## src/hdl/cbcrc_pkg.sv

```systemverilog
// Shared types and constants of the configurable bit-serial CRC block.
package cbcrc_pkg;

    localparam int CFG_DATA_W  = 32;
    localparam int CFG_INDEX_W = 2;
    localparam int POLY_W      = 32;
    localparam int WIDTH_W     = 6;
    localparam int INIT_W      = 32;
    localparam int BYTE_W      = 8;
    localparam int NBITS_W     = 4;
    localparam int CRC_OUT_W   = 32;

    localparam logic [CFG_INDEX_W-1:0] REG_POLY_LOW_TERMS = 2'd0;
    localparam logic [CFG_INDEX_W-1:0] REG_CRC_WIDTH      = 2'd1;
    localparam logic [CFG_INDEX_W-1:0] REG_INITIAL_VALUE  = 2'd2;

    localparam logic [POLY_W-1:0]  POLY_RESET  = 32'h0000_1021;
    localparam logic [WIDTH_W-1:0] WIDTH_RESET = 6'd16;
    localparam logic [INIT_W-1:0]  INIT_RESET  = 32'h0000_FFFF;

    localparam logic [NBITS_W-1:0] BITS_PER_BYTE = 4'd8;

    typedef struct packed {
        logic load;
        logic shift;
        logic emit;
    } cbcrc_cmd_t;

    typedef struct packed {
        logic bits_done;
        logic out_free;
    } cbcrc_status_t;

endpackage

```

## src/hdl/cbcrc_datapath.sv

```systemverilog
// Datapath of the CRC block: configuration registers, the CRC shift register and the result register.
module cbcrc_datapath
    import cbcrc_pkg::*;
#(
    parameter int MAX_CRC_WIDTH = 32
) (
    input  logic                   aclk,
    input  logic                   aresetn,
    input  logic                   cfg_write_en,
    input  logic [CFG_INDEX_W-1:0] cfg_index,
    input  logic [CFG_DATA_W-1:0]  cfg_data,
    input  logic [BYTE_W-1:0]      s_data_byte,
    input  logic [NBITS_W-1:0]     s_bits_valid,
    input  logic                   s_start_of_message,
    input  cbcrc_cmd_t             cmd,
    output cbcrc_status_t          status,
    output logic                   m_valid,
    input  logic                   m_ready,
    output logic [CRC_OUT_W-1:0]   m_crc_value
);

    localparam int WIDX_W  = $clog2(MAX_CRC_WIDTH);
    localparam int WEXT_W  = WIDTH_W + 1;
    localparam logic [WEXT_W-1:0] MAX_W_EXT = WEXT_W'(MAX_CRC_WIDTH);

    logic [POLY_W-1:0]        poly_reg;
    logic [WIDTH_W-1:0]       width_reg;
    logic [INIT_W-1:0]        init_reg;
    logic [MAX_CRC_WIDTH-1:0] crc_reg, crc_next;
    logic [BYTE_W-1:0]        data_reg, data_next;
    logic [NBITS_W-1:0]       bits_left_reg, bits_left_next;
    logic                     m_valid_reg, m_valid_next;
    logic [CRC_OUT_W-1:0]     m_crc_value_reg;

    logic [WEXT_W-1:0]        width_ext;
    logic [WIDX_W-1:0]        top_index;
    logic [MAX_CRC_WIDTH-1:0] mask;
    logic [MAX_CRC_WIDTH-1:0] poly_masked;
    logic [MAX_CRC_WIDTH-1:0] crc_shifted;
    logic                     feedback;

    always_ff @(posedge aclk) begin
        if (!aresetn) begin
            poly_reg  <= POLY_RESET;
            width_reg <= WIDTH_RESET;
            init_reg  <= INIT_RESET;
        end else if (cfg_write_en) begin
            case (cfg_index)
                REG_POLY_LOW_TERMS: begin
                    poly_reg <= POLY_W'(cfg_data);
                end
                REG_CRC_WIDTH: begin
                    width_reg <= cfg_data[WIDTH_W-1:0];
                end
                REG_INITIAL_VALUE: begin
                    init_reg <= INIT_W'(cfg_data);
                end
                default: begin
                end
            endcase
        end
    end

    // The effective width is the register clamped to the range 1 to MAX_CRC_WIDTH.
    always_comb begin
        width_ext = {1'b0, width_reg};
        if (width_ext == '0) begin
            top_index = '0;
        end else if (width_ext > MAX_W_EXT) begin
            top_index = WIDX_W'(MAX_CRC_WIDTH - 1);
        end else begin
            top_index = WIDX_W'(width_ext - WEXT_W'(1));
        end
        for (int i = 0; i < MAX_CRC_WIDTH; i++) begin
            mask[i] = (WIDX_W'(i) <= top_index);
        end
    end

    assign poly_masked = MAX_CRC_WIDTH'(poly_reg) & mask;
    assign feedback    = data_reg[BYTE_W-1] ^ crc_reg[top_index];
    assign crc_shifted = {crc_reg[MAX_CRC_WIDTH-2:0], 1'b0} & mask;

    always_comb begin
        crc_next       = crc_reg;
        data_next      = data_reg;
        bits_left_next = bits_left_reg;
        if (cmd.load) begin
            if (s_start_of_message) begin
                crc_next = MAX_CRC_WIDTH'(init_reg) & mask;
            end else begin
                crc_next = crc_reg & mask;
            end
            data_next = s_data_byte;
            if (s_bits_valid > BITS_PER_BYTE) begin
                bits_left_next = BITS_PER_BYTE;
            end else begin
                bits_left_next = s_bits_valid;
            end
        end else if (cmd.shift) begin
            crc_next       = feedback ? (crc_shifted ^ poly_masked) : crc_shifted;
            data_next      = {data_reg[BYTE_W-2:0], 1'b0};
            bits_left_next = bits_left_reg - NBITS_W'(1);
        end
    end

    always_ff @(posedge aclk) begin
        if (!aresetn) begin
            crc_reg       <= '0;
            bits_left_reg <= '0;
        end else begin
            crc_reg       <= crc_next;
            bits_left_reg <= bits_left_next;
        end
    end

    always_ff @(posedge aclk) begin
        data_reg <= data_next;
    end

    always_comb begin
        m_valid_next = m_valid_reg;
        if (cmd.emit) begin
            m_valid_next = 1'b1;
        end else if (m_ready) begin
            m_valid_next = 1'b0;
        end
    end

    always_ff @(posedge aclk) begin
        if (!aresetn) begin
            m_valid_reg <= 1'b0;
        end else begin
            m_valid_reg <= m_valid_next;
        end
    end

    always_ff @(posedge aclk) begin
        if (cmd.emit) begin
            m_crc_value_reg <= CRC_OUT_W'(crc_reg);
        end
    end

    assign status.bits_done = (bits_left_reg == '0);
    assign status.out_free  = !m_valid_reg || m_ready;
    assign m_valid          = m_valid_reg;
    assign m_crc_value      = m_crc_value_reg;

endmodule

```

## src/hdl/cbcrc_controller.sv

```systemverilog
// Controller of the CRC block: sequences load, bit shifts and result hand-over.
module cbcrc_controller
    import cbcrc_pkg::*;
(
    input  logic          aclk,
    input  logic          aresetn,
    input  logic          s_valid,
    output logic          s_ready,
    input  cbcrc_status_t status,
    output cbcrc_cmd_t    cmd
);

    typedef enum logic [2:0] {
        ST_IDLE   = 3'b001,
        ST_SHIFT  = 3'b010,
        ST_FINISH = 3'b100
    } state_t;

    state_t state_reg, state_next;

    always_comb begin
        state_next = state_reg;
        cmd        = '0;
        s_ready    = 1'b0;
        case (state_reg)
            ST_IDLE: begin
                s_ready = 1'b1;
                if (s_valid) begin
                    cmd.load   = 1'b1;
                    state_next = ST_SHIFT;
                end
            end
            ST_SHIFT: begin
                if (status.bits_done) begin
                    state_next = ST_FINISH;
                end else begin
                    cmd.shift = 1'b1;
                end
            end
            ST_FINISH: begin
                if (status.out_free) begin
                    cmd.emit   = 1'b1;
                    state_next = ST_IDLE;
                end
            end
            default: begin
                state_next = ST_IDLE;
            end
        endcase
    end

    always_ff @(posedge aclk) begin
        if (!aresetn) begin
            state_reg <= ST_IDLE;
        end else begin
            state_reg <= state_next;
        end
    end

endmodule

```

## src/hdl/configurable_bitwise_crc.sv

```systemverilog
// Top level of the configurable MSB-first bit-serial CRC block.
//
// Input items arrive on the s_ channel (valid/ready): a message byte, the
// number of its high-order bits to use (0 to 8, larger values act as 8) and
// a start-of-message flag that reloads the initial value first.
// Each item yields one result item on the m_ channel: the running CRC,
// masked to the configured width with the upper bits zero.
// The polynomial, width and initial value are set through the plain write
// port; the user must write them only while no item is in progress, and
// the block itself does not enforce this.
// An item is loaded, then shifted one used message bit at a time through
// the bit-serial shift register; the controller then finds the bit count
// spent and moves the CRC into the result register.
// The next item is taken as soon as the result has been registered, even if
// the receiver has not yet taken it; a stalled receiver holds the block in
// its final step until the result register is free.
// Reset restores the default CCITT-16 configuration and clears the CRC.
module configurable_bitwise_crc
    import cbcrc_pkg::*;
#(
    parameter int MAX_CRC_WIDTH = 32
) (
    input  logic                   aclk,
    input  logic                   aresetn,
    input  logic                   cfg_write_en,
    input  logic [CFG_INDEX_W-1:0] cfg_index,
    input  logic [CFG_DATA_W-1:0]  cfg_data,
    input  logic                   s_valid,
    output logic                   s_ready,
    input  logic [BYTE_W-1:0]      s_data_byte,
    input  logic [NBITS_W-1:0]     s_bits_valid,
    input  logic                   s_start_of_message,
    output logic                   m_valid,
    input  logic                   m_ready,
    output logic [CRC_OUT_W-1:0]   m_crc_value
);

    cbcrc_cmd_t    cmd;
    cbcrc_status_t status;

    cbcrc_controller u_controller (
        .aclk    (aclk),
        .aresetn (aresetn),
        .s_valid (s_valid),
        .s_ready (s_ready),
        .status  (status),
        .cmd     (cmd)
    );

    cbcrc_datapath #(
        .MAX_CRC_WIDTH (MAX_CRC_WIDTH)
    ) u_datapath (
        .aclk               (aclk),
        .aresetn            (aresetn),
        .cfg_write_en       (cfg_write_en),
        .cfg_index          (cfg_index),
        .cfg_data           (cfg_data),
        .s_data_byte        (s_data_byte),
        .s_bits_valid       (s_bits_valid),
        .s_start_of_message (s_start_of_message),
        .cmd                (cmd),
        .status             (status),
        .m_valid            (m_valid),
        .m_ready            (m_ready),
        .m_crc_value        (m_crc_value)
    );

endmodule
```

## config.mk

```make
export PLATFORM = sky130hd
export DESIGN_NAME = configurable_bitwise_crc
export DESIGN_NICKNAME = d
export VERILOG_FILES = /design/src/hdl/cbcrc_pkg.sv /design/src/hdl/cbcrc_datapath.sv /design/src/hdl/cbcrc_controller.sv /design/src/hdl/configurable_bitwise_crc.sv
export SDC_FILE = /design/constraint.sdc
export NUM_CORES = 1
export LEC_CHECK = 0
export BUFFER_PORTS_ARGS = -buffer_cell sky130_fd_sc_hd__clkbuf_2
export CORE_ASPECT_RATIO = 1.5
export CORE_MARGIN = 8
export CORE_UTILIZATION = 60
export CTS_BUF_LIST = sky130_fd_sc_hd__clkbuf_8
export CTS_CLUSTER_DIAMETER = 60
export DETAILED_ROUTE_END_ITERATION = 8
export HOLD_SLACK_MARGIN = 0.08
export PLACE_DENSITY = 0.89
export SLEW_MARGIN = 0
export SYNTH_ARGS = -nofsm -noshare
export SYNTH_HDL_FRONTEND = slang
export SYNTH_SLANG_ARGS = --single-unit
```

## constraint.sdc

```tcl
create_clock -name aclk -period 12.25 [get_ports aclk]
set_input_delay 1.8375 -clock aclk [delete_from_list [all_inputs] [get_ports aclk]]
set_output_delay 1.8375 -clock aclk [all_outputs]
set_load 0.03 [all_outputs]
```

==> flow_metrics.env <==
export IMPL_worst_slew_pin_slew_ns=1.30
export IMPL_syn_inst=1028
export IMPL_period_share=0.384
export IMPL_crit_chain="buf_4 > inv_1 > ha_1 > inv_1 > nor3_1 > nor4_1 > o41a_1 > a221o_1 > o21a_4 > a211oi_4 > buf_4 > mux2_2 > nand3_1"
export IMPL_antenna_found_initial=0
export IMPL_max_clock_freq_mhz=213
export IMPL_grt_pass1_wl_um=39600
export IMPL_switching_share=0.341
export IMPL_fin_tns_setup_ns=0
export IMPL_path_clk_slew_ns=0.09
export IMPL_p_per_area_nw_per_um2=123
export IMPL_cp_data_arrival_time_ns=5.11
export IMPL_hold_buffers=0
export IMPL_syn_avg_cell_area_um2=8.19
export IMPL_layout_nets=1126
export IMPL_multiInputGateArea_um2=4620
export IMPL_ios=86
export IMPL_die_w_um=113
export IMPL_antenna_left=0
export IMPL_p_sw_mw=0.388
export IMPL_internal_power_mw=0.750
export IMPL_portBuffers=85
export IMPL_grt_pass1_vias=7744
export IMPL_numCtsBuffers=17
export IMPL_outcome="finished, final reports clean"
export IMPL_synth_top_family_by_area="simple AND/OR/NAND/NOR gates"
export IMPL_drv_slew=0
export IMPL_route_vias_total=8190
export IMPL_regArea_um2=3400
export IMPL_drive_gt1_frac=0.161
export IMPL_vias_per_cell=6.56
export IMPL_yosys_most_used_dff="dfxtp_1"
export IMPL_post_cts_setup_buffers=0
export IMPL_ys_async_sr_fraction=0
export IMPL_slowest_stage="ha_1"
export IMPL_cts_buffer_depth=2
export IMPL_cp_max_fo=34
export IMPL_synth_simple_area_share=0.252
export IMPL_setup_violations=0
export IMPL_drv_cap=0
export IMPL_synth_xor_area_share=0.0146
export IMPL_die_y_um=161
export IMPL_crit_path_max_incr_delay_ns=0.87
export IMPL_muxShareOfSynthArea=0.0372
export IMPL_drt_iter0_drc=811
export IMPL_wl_um=24500
export IMPL_syn_num_nets=1083
export IMPL_synth_compound_area_frac=0.234
export IMPL_finalClockSkew_ns=0.0124
export IMPL_cp_data_required_time_ns=12.65
export IMPL_yosysSeqAreaShare=0.404
export IMPL_drcViolationCount=0
export IMPL_rows=53
export IMPL_fin_cells=1249
export IMPL_combPwrFrac=0.202
export IMPL_synth_cell_types=76
export IMPL_synth_area_um2=8420
export IMPL_max_vdd_ir_drop_v=0.0000667
export IMPL_p_seq_frac=0.488
export IMPL_grt_overflow_total=0
export IMPL_clk_latency_ns=0.46
export IMPL_syn_to_final_growth_pct=9.73
export IMPL_clockPowerShare=0.310
export IMPL_relSlewSlack=0.123
export IMPL_synth_fa_ha_area_frac=0.00684
export IMPL_gp_congestion=0.926
export IMPL_wl_per_cell_um=19.6
export IMPL_p_leak_nw=3.28
export IMPL_dp_hpwl_um=17100
export IMPL_cp_start_kind="register"
export IMPL_dieArea_um2=18200
export IMPL_start_util=0.607
export IMPL_core_area_um2=13900
export IMPL_cts_tree="yes"
export IMPL_synth_warnings=0
export IMPL_n_antenna_cell=0
export IMPL_cts_root_buf="clkbuf_8"
export IMPL_fillers=1171
export IMPL_grt_max_degree=76
export IMPL_synth_enable_flop_cells=40
export IMPL_critical_path_endpoint_type="register"
export IMPL_hold_viol_final=0
export IMPL_ys_seq_elements=150
export IMPL_min_path_type="reg -> reg"
export IMPL_dr_pass1_iters=7
export IMPL_ctsResizeCount=0
export IMPL_htree_levels=4
export IMPL_cts_sinks=150
export IMPL_crit_type="reg -> reg"
export IMPL_fin_crit_ns=4.70
export IMPL_place_inst=1217
export IMPL_grt_util_all_layers=0.270
export IMPL_rsz0062_at_grt="no"
-- cells in the mapped netlist (all sizes together), types with 3 or more instances --
master,n,area [µm²]
nor3,30,155
o22ai,8,50.1
o311a,3,30.0
mux2,10,113
buf,16,93.8
clkbuf,62,233
nor2b,12,75.1
nand2b,13,81.3
o31ai,11,82.6
a211oi,11,95.1
and3,3,18.8
dfxtp,110,2200
nand2,196,736
o311ai,5,43.8
a21oi,105,526
nor2,73,290
nand4b,9,78.8
o2bb2ai,6,52.6
a2111oi,14,241
xnor2,12,105
nand4,9,56.3
o21a,7,60.1
o211ai,8,60.1
or2,3,18.8
and4b,12,120
a211o,3,26.3
or3b,5,43.8
nand3b,6,45.0
nand3,37,185
mux2i,20,200
nor4,12,81.3
o31a,4,35.0
edfxtp,40,1200
o21ai,53,265
nor3b,5,37.5
a21boi,3,22.5
inv,27,101
a32oi,5,43.8
o221ai,13,114
a31oi,10,62.6
ha,3,37.5
or3,4,25.0
-- final cells by class --
type	instances	share of cell area
tap	165	0.0223
inverter	28	0.0114
sequential	150	0.368
clock buffer	17	0.0253
clock inverter	15	0.0130
multi-input combinational	772	0.500
timing repair buffer	102	0.0599
-- worst paths after layout --
kind | slack [ns] | cells after the start | startpoint | endpoint
max reg2reg | 7.55 | 13 | u_datapath.width_reg[0] | u_datapath.crc_reg[15]
min | 0.46 | 2 | u_datapath.poly_reg[7] | u_datapath.poly_reg[7]
min reg2reg | 0.46 | 2 | u_datapath.poly_reg[7] | u_datapath.poly_reg[7]
max | 7.55 | 13 | u_datapath.width_reg[0] | u_datapath.crc_reg[15]
-- layout by cell type, fill, tap and decap left out, types with 9 or more instances in the layout --
cell | Yosys | routed
clkbuf_2 | 0 | 85
clkbuf_8 | 0 | 17
nor2b_1 | 12 | 11
nand4_1 | 9 | 9
a21oi_1 | 105 | 105
o31ai_1 | 11 | 11
nor3_1 | 29 | 29
buf_4 | 2 | 17
nand2_1 | 196 | 196
nor2_1 | 72 | 71
a31oi_1 | 10 | 10
nand4b_1 | 9 | 9
dfxtp_1 | 110 | 110
and4b_1 | 12 | 12
o21ai_0 | 49 | 49
a211oi_1 | 10 | 9
nand2b_1 | 13 | 13
edfxtp_1 | 40 | 40
nand3_1 | 37 | 37
o221ai_1 | 13 | 13
xnor2_1 | 12 | 12
mux2i_1 | 20 | 20
mux2_2 | 10 | 10
nor4_1 | 11 | 11
inv_1 | 27 | 27
-- worst max-delay path, delay by kind of cell, from the launching register on --
kind | cells | cell delay (ns)
flops | 1 | 0.32
compound gates | 4 | 1.32
fa+ha+maj | 1 | 0.87
mux | 1 | 0.38
simple gates | 3 | 0.67
buf+inv | 4 | 1.05
-- cells by family (layout without fill, tap and decap cells) --
group                      count (synthesis)  count (layout)
DFF                                      150             150
AOI/OAI and AO/OA                        286             286
adders and majority gates                  5               5
buffers and inverters                    106             162
and+or+nand+nor                          437             437
muxes                                     30              30
xor gates and xnor gates                  14              14
-- power groups by stage --
stage | Combinational, mW | Sequential (mW) | Clock (mW)
after floorplan | 0.168 | 0.554 | 0
after global placement | 0.217 | 0.565 | 0
after detailed placement | 0.222 | 0.565 | 0
after CTS | 0.223 | 0.554 | 0.355
after global routing | 0.248 | 0.557 | 0.376
final | 0.230 | 0.556 | 0.352
-- per-layer routing --
layer,global-route usage,vias up,wire length [µm]
met5,0,-,0
li1,-,3836,-
met4,0.168,0,1330
met2,0.428,444,11400
met3,0.0549,119,2260
met1,0.328,3791,9460
-- per-stage QoR --
step / hold slack [ns] / utilization / setup WS (ns) / cell area [µm²] / power, mW
floorplan: 0.406 / - / 8.30 / 8420 / 0.721
global placement: 0.443 / 0.641 / 7.76 / 8880 / 0.782
detailed placement: 0.447 / 0.641 / 7.66 / 8880 / 0.787
CTS: 0.459 / 0.667 / 7.59 / 9240 / 1.13
global route: 0.475 / 0.667 / 7.27 / 9240 / 1.18
finish: 0.459 / 0.667 / 7.55 / 9240 / 1.14
Note: power is estimated with default switching activity, not from simulation.
